[config.mk]
export PLATFORM = sky130hd
export DESIGN_NAME = fan_tach_autorange
export DESIGN_NICKNAME = d
export VERILOG_FILES = /design/src/rtl/fta_pkg.sv /design/src/rtl/fan_tach_autorange.sv
export SDC_FILE = /design/constraint.sdc
export NUM_CORES = 1
export LEC_CHECK = 0
export ABC_AREA = 1
export ABC_CLOCK_PERIOD_IN_PS = 3100
export BUFFER_PORTS_ARGS = -buffer_cell sky130_fd_sc_hd__buf_2
export CAP_MARGIN = 20
export CELL_PAD_IN_SITES_DETAIL_PLACEMENT = 1
export CELL_PAD_IN_SITES_GLOBAL_PLACEMENT = 2
export CORE_ASPECT_RATIO = 1.4
export CORE_MARGIN = 3
export CORE_UTILIZATION = 30
export CTS_CLUSTER_DIAMETER = 100
export DETAILED_ROUTE_END_ITERATION = 8
export PLACE_DENSITY_LB_ADDON = 0.25
export SETUP_SLACK_MARGIN = 0.1
export SLEW_MARGIN = 20
export SYNTH_ARGS = -nofsm -noshare
export SYNTH_HDL_FRONTEND = slang
export SYNTH_SLANG_ARGS = --single-unit
[constraint.sdc]
create_clock -name clk -period 3.1 [get_ports clk]
set_clock_uncertainty 0.1 [all_clocks]
set_input_delay 0.465 -clock clk [delete_from_list [all_inputs] [get_ports clk]]
set_output_delay 0.465 -clock clk [all_outputs]
set_load 0.02 [all_outputs]
[src/rtl/fta_pkg.sv]
package fta_pkg;

  localparam int NumFansDefault = 5;
  localparam int ActiveFansReset = 3;

  localparam int IdxW = 3;
  localparam int CountW = 8;
  localparam int ExpW = 3;
  localparam int SpeedW = 21;
  localparam int DivisorW = CountW + (1 << ExpW) - 1;
  localparam int RemW = DivisorW + 1;

  localparam int InDataW = 16;
  localparam int OutDataW = 32;

  localparam logic [SpeedW-1:0] SpeedNumerator = SpeedW'(1350000);
  localparam logic [CountW-1:0] StallCount = 8'hff;
  localparam logic [CountW-1:0] RaiseAbove = 8'd192;
  localparam logic [CountW-1:0] LowerBelow = 8'd96;
  localparam logic [ExpW-1:0] ExpMax = 3'd7;

  localparam int DivSteps = SpeedW;
  localparam int StepW = $clog2(DivSteps);

  typedef enum logic [1:0] {
    ST_IDLE,
    ST_DIV,
    ST_DONE
  } fta_state_t;

endpackage

[src/rtl/fan_tach_autorange.sv]
// Fan speed from an 8-bit tachometer count: speed_rpm = floor(1350000 / (count << e)),
// where e is a 3-bit divisor exponent kept per fan. After each beat the exponent adapts
// with hysteresis: up by one above a count of 192, down by one below 96. A count of 255
// reads as a stopped fan (speed 0), a count of 0 saturates to 1350000 and sets
// zero_count_flag, and a fan index at or above active_fans (or NUM_FANS) is answered
// with index_ignored and leaves the state alone. One item is in flight at a time:
// in_tready is high only while idle. A normal count goes through a restoring divider
// that retires one quotient bit per cycle; an item passes through a load, the divide
// steps and a result beat that waits for out_tready before the next accept;
// stalled, zero-count and ignored items skip the divider and its steps.
// active_fans is written through cfg_wen/cfg_wdata and resets to 3.
module fan_tach_autorange
  import fta_pkg::*;
#(
  parameter int NUM_FANS = NumFansDefault
) (
  input  logic                clk,
  input  logic                rst_n,
  input  logic                cfg_wen,
  input  logic [2:0]          cfg_wdata,   // active_fans
  input  logic                in_tvalid,
  output logic                in_tready,
  input  logic [InDataW-1:0]  in_tdata,    // fan_index[2:0], tach_count[10:3], zero pad
  output logic                out_tvalid,
  input  logic                out_tready,
  output logic [OutDataW-1:0] out_tdata    // speed_rpm[20:0], new_exponent[23:21],
                                           // divisor_changed[24], zero_count_flag[25],
                                           // index_ignored[26], zero pad
);

  localparam int SlotW = (NUM_FANS > 1) ? $clog2(NUM_FANS) : 1;

  fta_state_t state_r, state_nxt;

  logic [2:0]          active_fans_r;
  logic [ExpW-1:0]     exp_r [NUM_FANS];
  logic [SpeedW-1:0]   num_r;
  logic [RemW-1:0]     rem_r;
  logic [DivisorW-1:0] div_r;
  logic [StepW-1:0]    step_r;
  logic [ExpW-1:0]     new_exp_r;
  logic                changed_r;
  logic                zero_r;
  logic                ign_r;

  logic [IdxW-1:0]     fan_index;
  logic [CountW-1:0]   tach_count;
  logic                in_beat;
  logic                ignored;
  logic [ExpW-1:0]     exp_old;
  logic [ExpW-1:0]     exp_new;
  logic [RemW-1:0]     trial;
  logic                qbit;
  logic                last_step;

  assign fan_index  = in_tdata[IdxW-1:0];
  assign tach_count = in_tdata[IdxW +: CountW];
  assign in_beat    = in_tvalid && in_tready;

  assign ignored = (fan_index >= active_fans_r) ||
                   ({1'b0, fan_index} >= (IdxW+1)'(NUM_FANS));

  // exponent lookup as an equality mux on the low index bits; indices that match no fan read zero
  always_comb begin
    exp_old = '0;
    for (int i = 0; i < NUM_FANS; i++) begin
      if (fan_index[SlotW-1:0] == SlotW'(i)) begin
        exp_old = exp_r[i];
      end
    end
  end

  always_comb begin
    exp_new = exp_old;
    if (tach_count > RaiseAbove && exp_old < ExpMax) begin
      exp_new = exp_old + 1'b1;
    end else if (tach_count < LowerBelow && exp_old != '0) begin
      exp_new = exp_old - 1'b1;
    end
  end

  // one restoring step: bring in the next dividend bit, subtract if it fits
  assign trial     = {rem_r[RemW-2:0], num_r[SpeedW-1]};
  assign qbit      = (trial >= {1'b0, div_r});
  assign last_step = (step_r == StepW'(DivSteps - 1));

  always_ff @(posedge clk) begin
    if (!rst_n) begin
      state_r <= ST_IDLE;
    end else begin
      state_r <= state_nxt;
    end
  end

  always_comb begin
    state_nxt  = state_r;
    in_tready  = 1'b0;
    out_tvalid = 1'b0;
    case (state_r)
      ST_IDLE: begin
        in_tready = 1'b1;
        if (in_tvalid) begin
          if (ignored || tach_count == StallCount || tach_count == '0) begin
            state_nxt = ST_DONE;
          end else begin
            state_nxt = ST_DIV;
          end
        end
      end
      ST_DIV: begin
        if (last_step) begin
          state_nxt = ST_DONE;
        end
      end
      ST_DONE: begin
        out_tvalid = 1'b1;
        if (out_tready) begin
          state_nxt = ST_IDLE;
        end
      end
      default: begin
        state_nxt = ST_IDLE;
      end
    endcase
  end

  always_ff @(posedge clk) begin
    if (!rst_n) begin
      active_fans_r <= 3'(ActiveFansReset);
      for (int i = 0; i < NUM_FANS; i++) begin
        exp_r[i] <= '0;
      end
    end else begin
      if (cfg_wen) begin
        active_fans_r <= cfg_wdata;
      end
      if (in_beat && !ignored) begin
        for (int i = 0; i < NUM_FANS; i++) begin
          if (fan_index[SlotW-1:0] == SlotW'(i)) begin
            exp_r[i] <= exp_new;
          end
        end
      end
    end
  end

  always_ff @(posedge clk) begin
    if (!rst_n) begin
      step_r <= '0;
    end else if (in_beat) begin
      step_r <= '0;
    end else if (state_r == ST_DIV) begin
      step_r <= step_r + 1'b1;
    end
  end

  // num_r holds the dividend on load and shifts the quotient in from the bottom
  always_ff @(posedge clk) begin
    if (in_beat) begin
      rem_r     <= '0;
      div_r     <= DivisorW'(tach_count) << exp_old;
      ign_r     <= ignored;
      zero_r    <= !ignored && (tach_count == '0);
      new_exp_r <= ignored ? '0 : exp_new;
      changed_r <= !ignored && (exp_new != exp_old);
      if (ignored || tach_count == StallCount) begin
        num_r <= '0;
      end else begin
        num_r <= SpeedNumerator;
      end
    end else if (state_r == ST_DIV) begin
      rem_r <= qbit ? (trial - {1'b0, div_r}) : trial;
      num_r <= {num_r[SpeedW-2:0], qbit};
    end
  end

  assign out_tdata = {{(OutDataW - SpeedW - ExpW - 3){1'b0}},
                      ign_r, zero_r, changed_r, new_exp_r, num_r};

`ifndef SYNTH
  a_one_side: assert property (@(posedge clk) disable iff (!rst_n)
    !(in_tready && out_tvalid))
    else $error("input and result sides open together");

  a_ignored_clean: assert property (@(posedge clk) disable iff (!rst_n)
    out_tvalid && out_tdata[26] |-> out_tdata[25:0] == '0)
    else $error("ignored beat carries nonzero result");

  a_div_length: assert property (@(posedge clk) disable iff (!rst_n)
    state_r == ST_DIV |-> step_r < StepW'(DivSteps))
    else $error("divider ran past its step count");

  a_exp_hold: assert property (@(posedge clk) disable iff (!rst_n)
    !in_beat |=> $stable(exp_r[0]))
    else $error("exponent changed without an input beat");
`endif

endmodule
==> impl.org <==
** Run status
- The flow ran to the end, and the final reports show no timing, DRC or antenna violations.

** Power and ir drop
- The analysis attributes to net switching a power of approximately 1.8 mW.
- In this run, the combinational gates consume 38.5% of the power.
- Worst VDD drop :: approximately 0.00035 V
- Power density relative to cell area :: ~780 nW/µm²
- Total power of the final layout :: roughly 4.5 mW
- Switching share of power :: 39.9%
- Registers are responsible for a little over a third of the overall power.
- Cell internal power was estimated by the tool at roughly 2.7 mW.
- Share of power burned in the clock network :: between 20% and 30%
- In this run the static leakage power is 2.64 nW.

** Timing
- Slew of the pin with the lowest slew margin :: about 0.54 ns
- Post-route worst setup slack :: 0.546 ns
- Share of the clock period used by the worst path after layout :: 82.4%
- The clock period could shrink to between 2 and 3 ns.
- Relative slew slack :: around 64%
- RSZ-0062 raised after global routing :: no
- For the final routed database, the setup TNS stands at 0 ns.
- Setup violations remaining at the end of the flow were counted as 0.
- Endpoints failing hold :: 0
- Based on the critical path, the design can be clocked at up to 392 MHz.
- Fin. max-slew vios :: 0

** Min path
- The startpoint identified for the worst hold timing path is cfg_wdata[0].
- Min-delay worst type :: in2reg
- Hold depth :: 3
- Hold Path Sink :: active_fans_r[0]

** Clock tree
- Number of levels in the clock H-tree :: 3
- Clock tree synthesis selected as its root buffer the cell clkbuf_16.
- Clock-pin transition on the worst setup and hold timing paths :: around 0.07 ns
- Buffers added to address setup during post-CTS repair amount to 0.
- Clock network latency to the later pin of the worst-skew pair :: 0.35 ns
- After clock tree synthesis, the flow added hold-fix buffers numbering 0.
- CTS-repair resized insts :: 0
- Maximum number of buffers from clock root to sink :: 2
- Number of buffers inserted during clock tree synthesis :: 9
- Clock tree from TritonCTS :: done
- The clock drives between 80 and 90 sinks.

** Setup path
- Among cell families on the critical path, the largest total delay comes from adder cells.
- Slowest stage delay, CP :: between 0.4 and 0.5 ns
- The worst setup path is launched from a register.
- The worst register-to-register path has a setup slack of approximately 0.55 ns.
- STA puts the critical path data required time at roughly 3.2 ns.
- Start-to-end type of the worst setup path :: reg2reg
- Endpoint of the most critical register-to-register path :: rem_r[3]
- Maximum fanout count along the critical path :: 20
- Traced cell by cell, the critical path runs through inv_1, ha_1, fa_1, nor2_2, nor3_4, o21ai_4, nand2_2, nand3_2, buf_12, a21oi_1, o21ai_0, nand2_1.
- Nature of the critical path endpoint :: register
- Arrival time at the worst endpoint :: 2.69 ns
- The largest individual stage delay along the critical path comes from the cell fa_1.
- For the worst flop-to-flop path, the logic depth is 12.
- Number of buffers and inverters on the critical path :: 2
- The startpoint identified for the worst register-to-register timing path is num_r[20].

** Detailed routing
- Initial DRC Count :: between 90 and 100
- Via-per-instance ratio :: 4.72
- In this run the remaining antenna-violating nets after routing total 0.
- Dividing the detail-routed wire length by the instance count gives between 15 and 20 µm.
- Total routed wirelength :: between 10000 and 15000 µm
- Vias after detailed routing :: between 3000 and 4000
- TritonRoute pass-1 iters :: 4
- In the routed design, unresolved DRC markers number 0.

** Cells and area
- The library cell used most frequently in the layout, excluding fill and tap cells, is nand2_1.
- Of the cells placed in the final design, the portion with a size suffix greater than 1 is about a fifth.
- At the end of the flow, the number of nets in the layout was a little under 700.
- Commonest cells after routing, fill and taps aside :: nand2_1 (143), inv_1 (77), nor2_1 (59), edfxtp_1 (57), buf_2 (47)
- Fill cells in the final layout number just under 2000.
- Growth of design area from synthesis to finish :: 14.6%
- Count of inserted antenna diode cells :: 0
- Excluding fillers, the count of instances in the completed layout stands at about 850.

** Global routing
- The via count of the first global-routing pass is 4163.
- For this run the aggregate overflow at the end of global routing stands at 0.
- The first global-routing pass estimated roughly 21000 µm of wire.
- Maximum number of pins on one net before global-route repair :: 35
- Number of antenna violations at the first check in global routing :: 0
- Across every metal layer, demand over resource in global routing totals between 10 and 15%.

** Yosys
- Yosys mapped a number of flops with a built-in enable equal to between 50 and 60.
- Count of unique library cells instantiated by Yosys :: 47
- Avg Cell Area, Syn :: 8.39 µm²
- Synth Warn # :: 0
- After technology mapping, the gate count stands at between 500 and 600.
- Sequential share of the synthesized area :: ~44%
- Synthesized area :: between 4000 and 5000 µm²
- Synthesis inferred between 80 and 90 register bits.
- Most used flip-flop cell after synthesis :: edfxtp_1
- FFs w/ async S/R, synth :: 0%

** Floorplan
- The total area inside the core boundary comes to between 15000 and 20000 µm².
- Initial core utilization :: between 30% and 40%
- In this run the core area contains 55 standard-cell rows.
- Die H :: roughly 160 µm
- Width of the chip :: ~110 µm
- The die covers approximately 18000 µm².
- Number of I/O pins :: 58

** Flow run
- Max-capacitance violation count :: 0

** Placement
- Routability congestion estimate :: just over 0.8
- Placement-stage worst setup slack :: approximately 0.34 ns
- During placement, the flow inserted port buffers numbering between 40 and 50.
- After legalization and detailed placement, the total HPWL measured roughly 10000 µm.
- After detailed placement, the design holds a cell count of a little over 800.
[Yosys cell counts (5+ instances only)]
| library cell | number | area (µm²) |
|---|---|---|
| o211ai_2 | 10 | 125 |
| nand3_1 | 34 | 170 |
| ha_1 | 23 | 288 |
| buf_4 | 9 | 67.6 |
| nor2_1 | 60 | 225 |
| inv_2 | 6 | 22.5 |
| a21oi_1 | 25 | 125 |
| nor2_2 | 5 | 31.3 |
| nor3_1 | 10 | 50.1 |
| o21ai_1 | 9 | 45.0 |
| dfxtp_1 | 25 | 500 |
| xnor2_1 | 5 | 43.8 |
| o21ai_0 | 20 | 100 |
| nand4_1 | 10 | 62.6 |
| nand2_2 | 8 | 50.1 |
| xor2_1 | 5 | 43.8 |
| nand2_1 | 143 | 537 |
| inv_1 | 77 | 289 |
| edfxtp_1 | 57 | 1710 |
[sequential cells by signal, indices dropped and copies added, names as in the netlist, 2 cells and up]
signal / count
state_r: 2
div_r: 15
new_exp_r: 3
active_fans_r: 3
rem_r: 15
step_r: 5
num_r: 21
exp_r: 15
[power by group through the flow]
stage / clock, mW / sequential [mW] / combinational (mW)
2_1_floorplan: 0 / 1.78 / 1.10
3_3_place_gp: 0 / 1.65 / 1.72
3_5_place_dp: 0 / 1.66 / 1.75
4_1_cts: 1.16 / 1.63 / 1.76
5_1_grt: 1.21 / 1.66 / 1.94
6_report: 1.12 / 1.63 / 1.72
[area by class of cell]
class | instances | area [µm²] | area share (%)
multi-input cells | 408 | 2280 | 40.1
flip-flops and latches | 82 | 2210 | 38.8
inverters | 85 | 324 | 5.69
repair buffers | 57 | 323 | 5.66
well taps | 199 | 249 | 4.37
clock buffers | 9 | 225 | 3.95
clock inverters | 7 | 82.6 | 1.45
[worst register-to-register path, stage by stage (launching register included)]
cell and delay [ns]:
edfxtp_1 0.39, inv_1 0.07, ha_1 0.25, fa_1 0.44, nor2_2 0.18, nor3_4 0.07, o21ai_4 0.21, nand2_2 0.09
nand3_2 0.23, buf_12 0.20, a21oi_1 0.07, o21ai_0 0.09, nand2_1 0.06
[kinds of logic after synthesis]
kind of cell	share of synthesized area, %
AO/OA/AOI/OAI	10.7
XOR/XNOR	1.76
adder cells (fa/ha/maj)	6.19
buffers and inverters	9.96
flip-flops	44.5
other	0.0754
AND/OR/NAND/NOR	26.9
[layer usage]
layer	global-route usage (%)	part of all wire, %	vias up
met5	0	0	-
met4	4.14	1.3	0
met3	3.04	2.1	12
met2	27.8	55	28
met1	16.5	41	1914
li1	-	-	2040
[worst max path at each step]
stage / start / endpoint / cells after the start
2_1_floorplan: state_r[0] / changed_r / 4
3_3_place_gp: in_tdata[2] / exp_r[0][13] / 13
3_5_place_dp: in_tdata[2] / exp_r[0][13] / 13
4_1_cts: num_r[20] / rem_r[1] / 12
5_1_grt: num_r[20] / rem_r[6] / 12
6_report: num_r[20] / rem_r[3] / 12
[per-stage QoR]
stage	hold WS [ns]	util [%]	instance area, µm²
3_3_place_gp	0.361	33.2	5390
2_1_floorplan	0.333	-	4990
6_report	0.226	35.1	5700
5_1_grt	0.243	35.1	5700
3_5_place_dp	0.365	33.2	5390
4_1_cts	0.224	35.1	5700
(Power assumes the default switching activity.)
